**src/btb_two_way_two_bit_lru_macros.svh**
```systemverilog
// Assertion macros for the two-way branch target buffer.
// Used by btb_two_way_two_bit_lru; expects clk and arst_n in scope.
`ifndef BTB_TWO_WAY_TWO_BIT_LRU_MACROS_SVH
`define BTB_TWO_WAY_TWO_BIT_LRU_MACROS_SVH

// same-cycle implication
`define BTB_ASSERT_IMPL(lbl, ante, cons, msg) \
	lbl: assert property (@(posedge clk) disable iff (!arst_n) (ante) |-> (cons)) \
		else $error(msg);

// next-cycle implication
`define BTB_ASSERT_NEXT(lbl, ante, cons, msg) \
	lbl: assert property (@(posedge clk) disable iff (!arst_n) (ante) |=> (cons)) \
		else $error(msg);

`endif

```
**src/btb_pkg.sv**
```systemverilog
// Shared types and constants for the two-way branch target buffer.
// No dependencies.
package btb_pkg;

	localparam int ADDR_W      = 32;
	localparam int SET_LSB     = 11;
	localparam int INSTR_BYTES = 4;

	typedef enum logic [1:0] {
		CTR_STRONG_T  = 2'b00,
		CTR_WEAK_T    = 2'b01,
		CTR_WEAK_NT   = 2'b10,
		CTR_STRONG_NT = 2'b11
	} ctr_t;

	typedef struct packed {
		logic              valid;
		logic [ADDR_W-1:0] tag;
		logic [ADDR_W-1:0] target;
		ctr_t              ctr;
	} way_t;

	typedef struct packed {
		way_t [1:0] way;
		logic       recent;
	} row_t;

	typedef struct packed {
		logic hit;
		logic alloc;
		logic coll;
		logic right;
	} res_t;

	localparam int CNT_HIT   = 0;
	localparam int CNT_MISS  = 1;
	localparam int CNT_RIGHT = 2;
	localparam int CNT_WRONG = 3;
	localparam int CNT_COLL  = 4;
	localparam int CNT_NUM   = 5;

endpackage

```
**src/btb_update.sv**
```systemverilog
// Lookup and training logic for one set row: prediction, hit/allocate, new row.
// Purely combinational. Uses btb_pkg.
module btb_update (
	input  btb_pkg::row_t                 row,
	input  logic [btb_pkg::ADDR_W-1:0]    pc,
	input  logic [btb_pkg::ADDR_W-1:0]    next_pc,
	output btb_pkg::row_t                 new_row,
	output logic [btb_pkg::ADDR_W-1:0]    pred,
	output btb_pkg::res_t                 res
);
	import btb_pkg::*;

	logic [ADDR_W-1:0] seq;
	logic              taken;
	logic              m0;
	logic              m1;
	logic              hit;
	logic              hw;
	logic              aw;
	logic              pt;
	logic              right;
	way_t              cur;
	way_t              nw;

	always_comb begin
		seq   = pc + ADDR_W'(INSTR_BYTES);
		taken = (next_pc != seq);
		m0    = row.way[0].valid && (row.way[0].tag == pc);
		m1    = row.way[1].valid && (row.way[1].tag == pc);
		hit   = m0 || m1;
		hw    = m1;
		cur   = row.way[hw];
		pt    = (cur.ctr == CTR_STRONG_T) || (cur.ctr == CTR_WEAK_T);
		pred  = (hit && pt) ? cur.target : seq;

		nw    = cur;
		right = 1'b0;
		if (taken) begin
			if (pt) begin
				if (cur.target == next_pc) begin
					right  = 1'b1;
					nw.ctr = CTR_STRONG_T;
				end else begin
					nw.target = next_pc;
				end
			end else begin
				nw.ctr = (cur.ctr == CTR_STRONG_NT) ? CTR_WEAK_NT : CTR_WEAK_T;
			end
		end else begin
			unique case (cur.ctr)
				CTR_STRONG_T:  nw.ctr = CTR_WEAK_T;
				CTR_WEAK_T:    nw.ctr = CTR_WEAK_NT;
				CTR_WEAK_NT,
				CTR_STRONG_NT: begin
					nw.ctr = CTR_STRONG_NT;
					right  = 1'b1;
				end
			endcase
		end

		// fill an empty way first, else evict the way that is not recent
		priority if (!row.way[0].valid) begin
			aw = 1'b0;
		end else if (!row.way[1].valid) begin
			aw = 1'b1;
		end else begin
			aw = ~row.recent;
		end

		new_row   = row;
		res.hit   = hit;
		res.alloc = !hit && taken;
		res.coll  = !hit && taken && row.way[0].valid && row.way[1].valid;
		res.right = hit && right;
		if (hit) begin
			new_row.way[hw] = nw;
			new_row.recent  = hw;
		end else if (taken) begin
			new_row.way[aw].valid  = 1'b1;
			new_row.way[aw].tag    = pc;
			new_row.way[aw].target = next_pc;
			new_row.way[aw].ctr    = CTR_STRONG_T;
			new_row.recent         = aw;
		end
	end

endmodule

```
**config.mk**
```make
export PLATFORM = sky130hd
export DESIGN_NAME = btb_update
export DESIGN_NICKNAME = d
export VERILOG_FILES = /design/src/btb_two_way_two_bit_lru_macros.svh /design/src/btb_pkg.sv /design/src/btb_update.sv
export SDC_FILE = /design/constraint.sdc
export NUM_CORES = 1
export LEC_CHECK = 0
export BUFFER_PORTS_ARGS = -buffer_cell sky130_fd_sc_hd__buf_2
export CAP_MARGIN = 20
export CORE_AREA = 5 5 151 153
export DETAILED_ROUTE_END_ITERATION = 16
export DIE_AREA = 0 0 156 158
export GPL_TIMING_DRIVEN = 0
export SLEW_MARGIN = 10
export SYNTH_ARGS = -nofsm -noshare
export SYNTH_HDL_FRONTEND = slang
export SYNTH_SLANG_ARGS = --single-unit
```
**constraint.sdc**
```tcl
create_clock -name vclk -period 12
set_input_delay 0.6 -clock vclk [all_inputs]
set_output_delay 0.6 -clock vclk [all_outputs]
set_load 0.005 [all_outputs]
```
# Word level (Yosys, flattened, before mapping)
# Cells that the tools add are included.
[word_totals]
inputBits = 199
elab_cells = 61
output_inout_bits = 171
reg_bits = 0
[op_classes]
add_sub_neg = 1
n_mux = 34
magnitude_cmp = 4
n_eq_ne = 7
bitwise = 1
reduce_logical = 14
[ops]
columns = ["operator", "n"]
rows = [
  ["$bwmux 134", 5],
  ["$demux 67 s1", 5],
  ["$mux 135", 2],
  ["$mux 67", 4],
  ["$mux 32", 4],
  ["$eq 32x32->1", 3],
  ["$mux 66", 1],
  ["$mux 34", 1],
  ["$add 32x3->32 const B", 1],
  ["$ne 32x32->1", 1],
  ["$mux 2", 5],
  ["$logic_and 1x1->1", 9],
  ["$mux 1", 6],
  ["$pmux 2 s3", 1],
  ["$eq 2x2->1 const B", 2],
  ["$lt 1x2->1 const B", 2],
  ["$eq 2x1->1 const B", 1],
  ["$ge 1x1->1 const B", 2],
  ["$logic_not 2->1", 1],
  ["$logic_or 1x1->1", 2],
  ["$reduce_or 2->1", 1],
  ["$logic_not 1->1", 1],
  ["$not 1->1", 1],
]

# Depth between registers and ports, before layout
[logic_depth]
word_depth = 13
ltp_mapped = 13
mapped_depth_nobuf = 10

# Least setup slack after synthesis
# Ideal clock, no wire load.
[synth_timing]
kind = "in2out"
startpoint = "input port pc[8] in the netlist's numbering"
endpoint = "output port new_row[100] in the netlist's numbering"
setup_slack_ns = 7.153
stages = 12
n_path_buf = 3
arrival_time_ns = 4.247
required_time_ns = 11.400
cell_sequence = "buf_2 -> nand4_1 -> or4_1 -> nor4_1 -> xnor3_1 -> nand2_1 -> or4bb_1 -> or4_1 -> clkbuf_1 -> o21ai_4 -> buf_6 -> mux2_2"
[synth_rtl]
columns = ["item", "line", "text"]
rows = [
  ["start: declaration", "btb_update.sv:5", "input logic [btb_pkg::ADDR_W-1:0] pc,"],
  ["end: declaration", "btb_update.sv:7", "output btb_pkg::row_t new_row,"],
]

==> results_dict.tcl <==
set metrics [dict create \
    design.seq.count 0 \
    vias 8450 \
    io_buffer_count 337 \
    firstDrtPassIters 5 \
    netlist_instances 863 \
    status "complete, no violations" \
    p_leak_nw 3.70 \
    rsz0062_at_grt "false" \
    period_share_pct 52.5 \
    setup_violations 0 \
    tightest_slew_ps 1020 \
    period_needed_ps 6300 \
    synthesis.nets 1063 \
    path_max_fanout 10 \
    fillers 2328 \
    postRouteAntennaNets 0 \
    drive_above_1_share_pct 42.4 \
    yosys_warnings 0 \
    dp.cells 1481 \
    ios 370 \
    regArea_um2 0 \
    hp-class "primary input to output pin" \
    ctsHoldBuffers 0 \
    overflow 0 \
    worst_setup_path_end_kind "output pin" \
    layout.nets 1403 \
    num-clock-buffers 0 \
    critical_path_class "primary input to output pin" \
    start_kind "primary input" \
    core_area_mm2 0.0214 \
    slew-limit-headroom_pct 31.5 \
    synth_area_mm2 0.00624 \
    drt_wl_total_um 37500 \
    slew_violations 0 \
    die_h_um 158 \
    via_per_inst 5.70 \
    fin_area_mm2 0.00829 \
    final_cell_count_no_fill 1482 \
    crit_required_ps 11400 \
    worstPathArrival_ps 5700 \
    layout_setup_ws_ps 5700 \
    wl_per_cell_um 25.3 \
    multiInputGateArea_mm2 0.00579 \
    synth_seq_area_share_pct 0 \
    hold_viol_final 0 \
    power_per_cell_area_mw_per_mm2 38.8 \
    synth_area_per_cell_um2 7.23 \
    finalSetupTns_ps 0 \
    drv_cap 0 \
    syn_to_final_growth_pct 32.9 \
    gp_congestion 0.994 \
    fp.dieArea_mm2 0.0246 \
    ys_types 71 \
    die_width_um 156 \
    placed_cell_area_mm2 0.00829 \
    ir_drop_uv 17.7 \
    start_util_pct 29.1 \
    post-place-ws_ps 5910 \
    dp_hpwl_um 31800 \
    min_path_cells 3 \
    antenna_found_initial 1 \
    postCtsResizedCells 0 \
    fmax_ghz 0.159 \
    post-route-drc-count 0 \
    postCtsSetupBuffers 0 \
    grt_pass1_vias 8355 \
    grt_usage_pct 28.4 \
    grt_max_degree 11 \
    grt_pass1_wl_um 53700 \
    first_iter_violations 652 \
    placementRows 54 \
]
==> placed cells by master (no fill, tap or decap), drive strengths merged, types with 24 or more instances in the layout <==
cell type / count
nor2: 58
nand4: 25
nor2b: 28
nand2: 73
nor4: 37
xor2: 101
inv: 28
mux2: 125
a21oi: 32
nand3: 24
clkbuf: 43
xnor2: 43
buf: 368
==> per-layer routing <==
metal / global-route usage, % / share of wire, % / vias to the layer above
met5: 0 / 0 / -
met4: 10.3 / 4.2 / 0
met3: 3.61 / 8.3 / 90
met2: 48.3 / 47 / 502
met1: 37.0 / 40 / 4024
li1: - / - / 3834
==> metrics by stage <==
stage / power [W] / utilization (%) / hold WS [ps]
after floorplan: 0.000168 / - / 1270
after global placement: 0.000317 / 38.6 / 1510
after detailed placement: 0.000317 / 38.7 / 1520
after CTS: 0.000320 / 38.7 / 1520
after global routing: 0.000344 / 38.7 / 1540
final: 0.000322 / 38.7 / 1520
==> cell families after synthesis <==
logic type / after synthesis / synth area share, %
AO/OA/AOI/OAI: 126 / 13.8
XOR/XNOR: 153 / 23.5
adder cells (fa/ha/maj): 1 / 0.201
buffers and inverters: 102 / 7.16
multiplexers: 142 / 25.3
AND/OR/NAND/NOR: 339 / 30.0
==> critical path, cell delays in order <==
cell and delay [ps]:
clkbuf_1 590, nand3_1 410, nor4_1 820, nand4_1 190
xor2_1 430, xnor2_1 190, or4bb_1 580, nor4_2 690
a21oi_1 290, buf_2 350, mux2i_1 350, buf_2 190
==> where the power goes <==
group             internal (W)  switching (W)
logic                 0.000141       0.000180
registers                    0              0
clock network  0.0000000000111              0
==> synthesized netlist by cell type, types with 9 or more instances <==
cell type,number,area (um2)
nand2b_1,19,119
mux2i_1,17,170
nand3_1,23,115
xnor3_1,9,203
inv_1,28,105
nand2_1,73,274
nor4_1,34,213
nand4_1,25,156
buf_2,24,120
or4_1,11,82.6
mux2_2,123,1390
nor3_1,17,85.1
nor2b_1,28,175
a21oi_1,32,160
xor2_1,101,885
nor2_1,58,218
a2111oi_0,9,78.8
xnor2_1,43,377
clkbuf_1,43,161
a31oi_1,19,119
o21ai_0,16,80.1
==> area by class of cell <==
| type | count | share of cell area, % |
|---|---|---|
| diodes | 1 | 0.0302 |
| repair buffers | 338 | 20.5 |
| multi-input cells | 761 | 69.9 |
| inverters | 28 | 1.27 |
| well taps | 280 | 4.23 |
| plain buffers | 74 | 4.12 |
==> worst paths after layout <==
path | startpoint | endpoint | slack (ps)
setup / recovery | pc[18] | new_row[7] | 5700
hold / removal | row[37] | new_row[37] | 1520
No activity file was read; power rests on OpenSTA's default activity.
