**config.mk**
```make
export PLATFORM = sky130hd
export DESIGN_NAME = btb_stats
export DESIGN_NICKNAME = d
export VERILOG_FILES = /design/src/btb_two_way_two_bit_lru_macros.svh /design/src/btb_pkg.sv /design/src/btb_stats.sv
export SDC_FILE = /design/constraint.sdc
export NUM_CORES = 1
export LEC_CHECK = 0
export CAP_MARGIN = 5
export CORE_ASPECT_RATIO = 2
export CORE_MARGIN = 5
export CORE_UTILIZATION = 39
export DETAILED_ROUTE_END_ITERATION = 8
export DONT_BUFFER_PORTS = 1
export PLACE_DENSITY = 0.56
export SETUP_SLACK_MARGIN = 0.1
export SLEW_MARGIN = 20
export SYNTH_ARGS = -nofsm -noshare
export SYNTH_HDL_FRONTEND = slang
export SYNTH_SLANG_ARGS = --single-unit
```
**constraint.sdc**
```tcl
create_clock -name clk -period 2.05 [get_ports clk]
set_input_delay 0.3075 -clock clk [delete_from_list [all_inputs] [get_ports clk]]
set_output_delay 0.3075 -clock clk [all_outputs]
set_load 0.05 [all_outputs]
```
**src/btb_two_way_two_bit_lru_macros.svh**
```systemverilog
// Assertion macros for the two-way branch target buffer.
// Used by btb_two_way_two_bit_lru; expects clk and arst_n in scope.
`ifndef BTB_TWO_WAY_TWO_BIT_LRU_MACROS_SVH
`define BTB_TWO_WAY_TWO_BIT_LRU_MACROS_SVH

// same-cycle implication
`define BTB_ASSERT_IMPL(lbl, ante, cons, msg) \
	lbl: assert property (@(posedge clk) disable iff (!arst_n) (ante) |-> (cons)) \
		else $error(msg);

// next-cycle implication
`define BTB_ASSERT_NEXT(lbl, ante, cons, msg) \
	lbl: assert property (@(posedge clk) disable iff (!arst_n) (ante) |=> (cons)) \
		else $error(msg);

`endif

```
**src/btb_pkg.sv**
```systemverilog
// Shared types and constants for the two-way branch target buffer.
// No dependencies.
package btb_pkg;

	localparam int ADDR_W      = 32;
	localparam int SET_LSB     = 11;
	localparam int INSTR_BYTES = 4;

	typedef enum logic [1:0] {
		CTR_STRONG_T  = 2'b00,
		CTR_WEAK_T    = 2'b01,
		CTR_WEAK_NT   = 2'b10,
		CTR_STRONG_NT = 2'b11
	} ctr_t;

	typedef struct packed {
		logic              valid;
		logic [ADDR_W-1:0] tag;
		logic [ADDR_W-1:0] target;
		ctr_t              ctr;
	} way_t;

	typedef struct packed {
		way_t [1:0] way;
		logic       recent;
	} row_t;

	typedef struct packed {
		logic hit;
		logic alloc;
		logic coll;
		logic right;
	} res_t;

	localparam int CNT_HIT   = 0;
	localparam int CNT_MISS  = 1;
	localparam int CNT_RIGHT = 2;
	localparam int CNT_WRONG = 3;
	localparam int CNT_COLL  = 4;
	localparam int CNT_NUM   = 5;

endpackage

```
**src/btb_stats.sv**
```systemverilog
// Saturating event counters of the branch target buffer, low 32 bits exposed.
// Uses btb_pkg for the counter slots.
module btb_stats #(
	parameter int CW = 32
) (
	input  logic                                   clk,
	input  logic                                   arst_n,
	input  logic                                   adv,
	input  logic [btb_pkg::CNT_NUM-1:0]            inc,
	output logic [btb_pkg::CNT_NUM-1:0][31:0]      count
);
	import btb_pkg::*;

	logic [CW-1:0] cnt_q [CNT_NUM];

	for (genvar i = 0; i < CNT_NUM; i++) begin : g_cnt
		always_ff @(posedge clk or negedge arst_n) begin
			if (!arst_n) begin
				cnt_q[i] <= '0;
			end else if (adv && inc[i] && !(&cnt_q[i])) begin
				cnt_q[i] <= cnt_q[i] + CW'(1);
			end
		end
		assign count[i] = 32'(cnt_q[i]);
	end

endmodule

```
# == After elaboration in Yosys (flattened, before gate mapping) ==
# Index checks and enable logic that the tools add are counted.
# op_classes
n_addsub,5
n_reduce_logical,20
# ops
operator,n
$add A32 B1 Y32 const B,5
$reduce_and A32 Y1,5
$logic_and A1 B1 Y1,10
$logic_not A1 Y1,5
# totals
wordCells,30
inputBits,8
regBits,160

# == Depth between registers and ports, before layout ==
# logic_depth
depth_word,3
depth_mapped,8
depth_no_buf,7

# == Worst setup path before layout ==
# Ideal clock, no wire load.
# synth_path
path_kind,reg-to-reg
startpoint,"register cnt_q, in the netlist count[128]"
endpoint,"register cnt_q, in the netlist count[158]"
setup_slack_ps,-242
setup_ps,142
path_buffers,0
path_stages_with_launch,7
period_less_slack_ps,2292
arrival_ps,2150
t_required_ps,1908
cell_sequence,dfrtp_1 ha_1 nand4_1 nor4_4 nand2_1 or4b_1 xnor2_1
# synth_between
elab_chain_len,3
# synth_lines
item,line,rtl
from (decl),btb_stats.sv:14,logic [CW-1:0] cnt_q [CNT_NUM];
"from (signal, indexed assignment)",btb_stats.sv:21,cnt_q[i] <= cnt_q[i] + CW'(1);
"parallel branches: the longest is 3 deep, another holds $add A32 B1 Y32",n/a,
# Parallel ways; which one is timed is not known.
# A chain may end at the register's enable or synchronous reset.

# == Worst setup path after layout ==
# layout_path
startpoint,"register cnt_q, in the netlist count[129]"
endpoint,"register cnt_q, in the netlist count[138]"
# The elaborated chain is that of the path after synthesis.

==> key figures <==
Outcome
  – Outcome: finished with violations
  – Violated checks: hold timing

Drt
  – Detail Route Antenna Nets: 0
  – Total via count after detailed routing: 5842
  – First-iteration detailed-routing DRC count: around 210
  – First drt pass iteration count: 4
  – Routed length per instance: 17.3 um
  – WL final: 19900 um
  – Detailed-route wire length on metal 1: roughly 6500 um
  – Top routing layer in use: met4
  – Detailed-route vias per instance: roughly 5
  – DRC violations left: 0
  – Met3 WL: 1210 um
  – Detailed-routed wire length on met2: 11600 um

Floorplan
  – Area of the placeable core: 0.0192 mm^2
  – Starting Density: approximately 39%
  – Horiz. Die Dim: approximately 110 um
  – Die area: 0.0223 mm^2
  – Height of the die: 206 um
  – Std cell rows: 72
  – Number of top-level pins: 168

Synthesis
  – Portion of the post-synthesis area used by sequential elements: 53.3%
  – Dominant cell type by area after synthesis: sky130_fd_sc_hd__dfrtp_1
  – Synthesized flop and latch total: 160
  – Cells after synthesis: 682
  – Syn nets: around 700
  – Synth top area share: 53.3%
  – Synth Cell Area: 0.00751 mm^2
  – Number of synthesized flops with an enable pin: 0
  – Post-Synthesis Mean Instance Area: 11.0 um^2
  – Leading post-synthesis cells by cell area: sky130_fd_sc_hd__dfrtp_1 (53%), sky130_fd_sc_hd__xnor2_1 (11%), sky130_fd_sc_hd__xor2_1 (6.2%)
  – YS warnings: 0
  – Async SR Flop Fraction: 100%
  – Most instantiated flip-flop cell in the synthesis netlist: sky130_fd_sc_hd__dfrtp_1
  – Yosys cell types: 48

Place
  – DPL Wire Length: 15200 um
  – Routability congestion estimate: around 0.9
  – Number of cells in the design after placement: 1109
  – Count of port buffers added during placement: 0

Setup path
  – Startpoint class of the critical path: register
  – Crit end category: register
  – Arrival time reported for the critical path endpoint: 2.30 ns
  – Worst Setup SP: count[129]
  – Req. time, crit path: 2.40 ns
  – Kind of critical path: register to register
  – FF-to-FF Start: count[129]
  – Highest net fanout along the worst path: 6

Cells and area
  – Layout net count: 890
  – Max reg flops: between 150 and 200
  – Leading cell type in the layout, fill and taps excluded: sky130_fd_sc_hd__buf_4
  – Area occupied by multi-input gates: 0.00360 mm^2
  – Most used cells in the layout excluding fill and tap cells: sky130_fd_sc_hd__buf_4 (181), sky130_fd_sc_hd__dfrtp_2 (126), sky130_fd_sc_hd__xnor2_1 (94), sky130_fd_sc_hd__nand2_1 (76), sky130_fd_sc_hd__nand3_1 (57)
  – Non-filler instance count after layout: 1149
  – Sequential cell area: 0.00416 mm^2
  – ANT cells: 0
  – Area growth, synth to finish: 33.8%
  – Fillers: 1755
  – Fraction of layout instances using a drive strength above 1: 44.0%

Clocking
  – CTS clk-pin slew, worst paths: about 0.07 ns
  – H-tree level count: 4
  – TritonCTS buffer count: 17
  – Clock latency on the worst-skew pair: 0.43 ns
  – Root Driver: sky130_fd_sc_hd__clkbuf_16
  – TritonCTS clock tree: built
  – Number of clock sinks: 160
  – Largest buffer count on any clock path: 2

Power
  – P_leak: 0.00462 uW
  – Power after layout: 9130 uW
  – Ratio of total power to cell area: 908 mW/mm^2
  – Worst voltage drop across the vdd grid: between 0.0009 and 0.001 V

STA
  – Worst hold margin: -0.430 ns
  – Final critical-path required period: 1.95 ns
  – Setup violations, final: 0
  – Upper clock frequency limit: around 510 MHz
  – Number of endpoints with negative hold slack in the final report: between 150 and 200
  – Unrepaired setup endpoints after global routing: true
  – Headroom to the max-slew limit: 71.0%
  – Worst clock skew: 0.00941 ns
  – Slew at the pin with the worst max-slew slack: 0.431 ns
  – Post-route clock period utilization: between 90% and 100%
  – Final setup TNS: 0 ns
  – Fin. max-slew vios: 0

Flow run
  – Number of violations of the max-capacitance limit: 0

Global route
  – Maximum number of pins on one net before global-route repair: 161
  – Global-route wire length before repair: 31600 um
  – Antenna violations before repair: 0
  – Combined global-route utilization of all metal layers: a little under a fifth
  – Final global-route overflow total: 0
  – Via count of the first global-routing pass: 6340

Hold path
  – Hold/Removal Path Class: primary input to asynchronous set/reset pin
==> area by class of cell <==
cell class                      count  area share [%]
Inverter                            6           0.224
Clock inverter                     14            1.33
Clock buffer                       18            4.37
Sequential cell                   160            41.4
Timing Repair Buffer              182            13.6
Multi-Input combinational cell    510            35.8
Tap cell                          259            3.22
==> synth_stat cells (2+ instances only) <==
cell type	count
sky130_fd_sc_hd__a21oi_1	8
sky130_fd_sc_hd__a31oi_1	5
sky130_fd_sc_hd__a31oi_2	2
sky130_fd_sc_hd__a41oi_1	2
sky130_fd_sc_hd__and2_1	11
sky130_fd_sc_hd__and3_1	27
sky130_fd_sc_hd__and3_2	2
sky130_fd_sc_hd__and4_1	13
sky130_fd_sc_hd__and4_4	2
sky130_fd_sc_hd__and4b_1	2
sky130_fd_sc_hd__buf_2	4
sky130_fd_sc_hd__dfrtp_1	160
sky130_fd_sc_hd__ha_1	5
sky130_fd_sc_hd__inv_1	6
sky130_fd_sc_hd__mux2_2	4
sky130_fd_sc_hd__nand2_1	76
sky130_fd_sc_hd__nand3_1	59
sky130_fd_sc_hd__nand3_2	4
sky130_fd_sc_hd__nand3b_1	2
sky130_fd_sc_hd__nand4_1	39
sky130_fd_sc_hd__nand4_2	3
sky130_fd_sc_hd__nor2_1	49
sky130_fd_sc_hd__nor2b_1	2
sky130_fd_sc_hd__nor3_1	15
sky130_fd_sc_hd__nor3_2	4
sky130_fd_sc_hd__nor3b_1	2
sky130_fd_sc_hd__nor4_2	2
sky130_fd_sc_hd__nor4_4	3
sky130_fd_sc_hd__or2_2	2
sky130_fd_sc_hd__or3_1	2
sky130_fd_sc_hd__or3_4	2
sky130_fd_sc_hd__or4b_1	2
sky130_fd_sc_hd__xnor2_1	94
sky130_fd_sc_hd__xor2_1	53
==> where the power goes <==
| group | internal (uW) | leakage, uW | total (uW) | switching [uW] |
|---|---|---|---|---|
| clock network | 1720 | 0.000271 | 3060 | 1340 |
| registers | 3500 | 0.00198 | 3740 | 243 |
| logic | 674 | 0.00238 | 2330 | 1650 |
==> final timing paths <==
path                               to  slack (ns)  cells past startpoint
hold reg to reg            count[109]        0.50                      1
hold / removal              count[93]       -0.43                      0
setup reg to reg           count[138]         0.1                      8
min in group clk            count[34]        0.12                      2
max in group asynchronous  count[110]        2.27                      0
setup / recovery           count[138]         0.1                      8
==> cells by family after synthesis <==
group / after synthesis / share of synthesized area (%)
compound gates: 21 / 2.08
xor+xnor: 147 / 17.1
fa+ha+maj: 5 / 0.833
buf+inv: 12 / 0.816
flops: 160 / 53.3
mux: 6 / 0.882
simple gates: 331 / 25.0
==> per-layer routing <==
metal	vias to the layer above	GRT usage [%]
met5	-	0
met4	0	8.35
met3	39	5.63
met2	147	35.2
met1	2877	16.9
li1	2779	-
==> stage by stage <==
stage / setup WS (ns) / util (%) / cell area, um^2
2_1_floorplan: 0.0526 / - / 7730
3_3_place_gp: 0.147 / 48.6 / 9330
3_5_place_dp: 0.102 / 48.6 / 9330
4_1_cts: 0.0898 / 51.6 / 9900
5_1_grt: 0.00726 / 52.4 / 10100
6_report: 0.0975 / 52.4 / 10100
==> repair_timing <==
item | in CTS | in global routing
setup buffers | 0 | 8
pin swaps | 0 | 8
endpoints found under the hold margin | 160 | 160
setup endpoints to repair | 4 | 39
gates resized for setup | 1 | 17
==> critical path, stage by stage (launching register included) <==
cell                      delay, ns
sky130_fd_sc_hd__dfrtp_2       0.39
sky130_fd_sc_hd__ha_4          0.14
sky130_fd_sc_hd__nand4_1       0.19
sky130_fd_sc_hd__nor4_4        0.37
sky130_fd_sc_hd__a31o_2        0.33
sky130_fd_sc_hd__nor2_1        0.07
sky130_fd_sc_hd__buf_4         0.16
sky130_fd_sc_hd__nand4_1       0.10
sky130_fd_sc_hd__xnor2_1       0.12
Note: power is estimated with default switching activity, not from simulation.
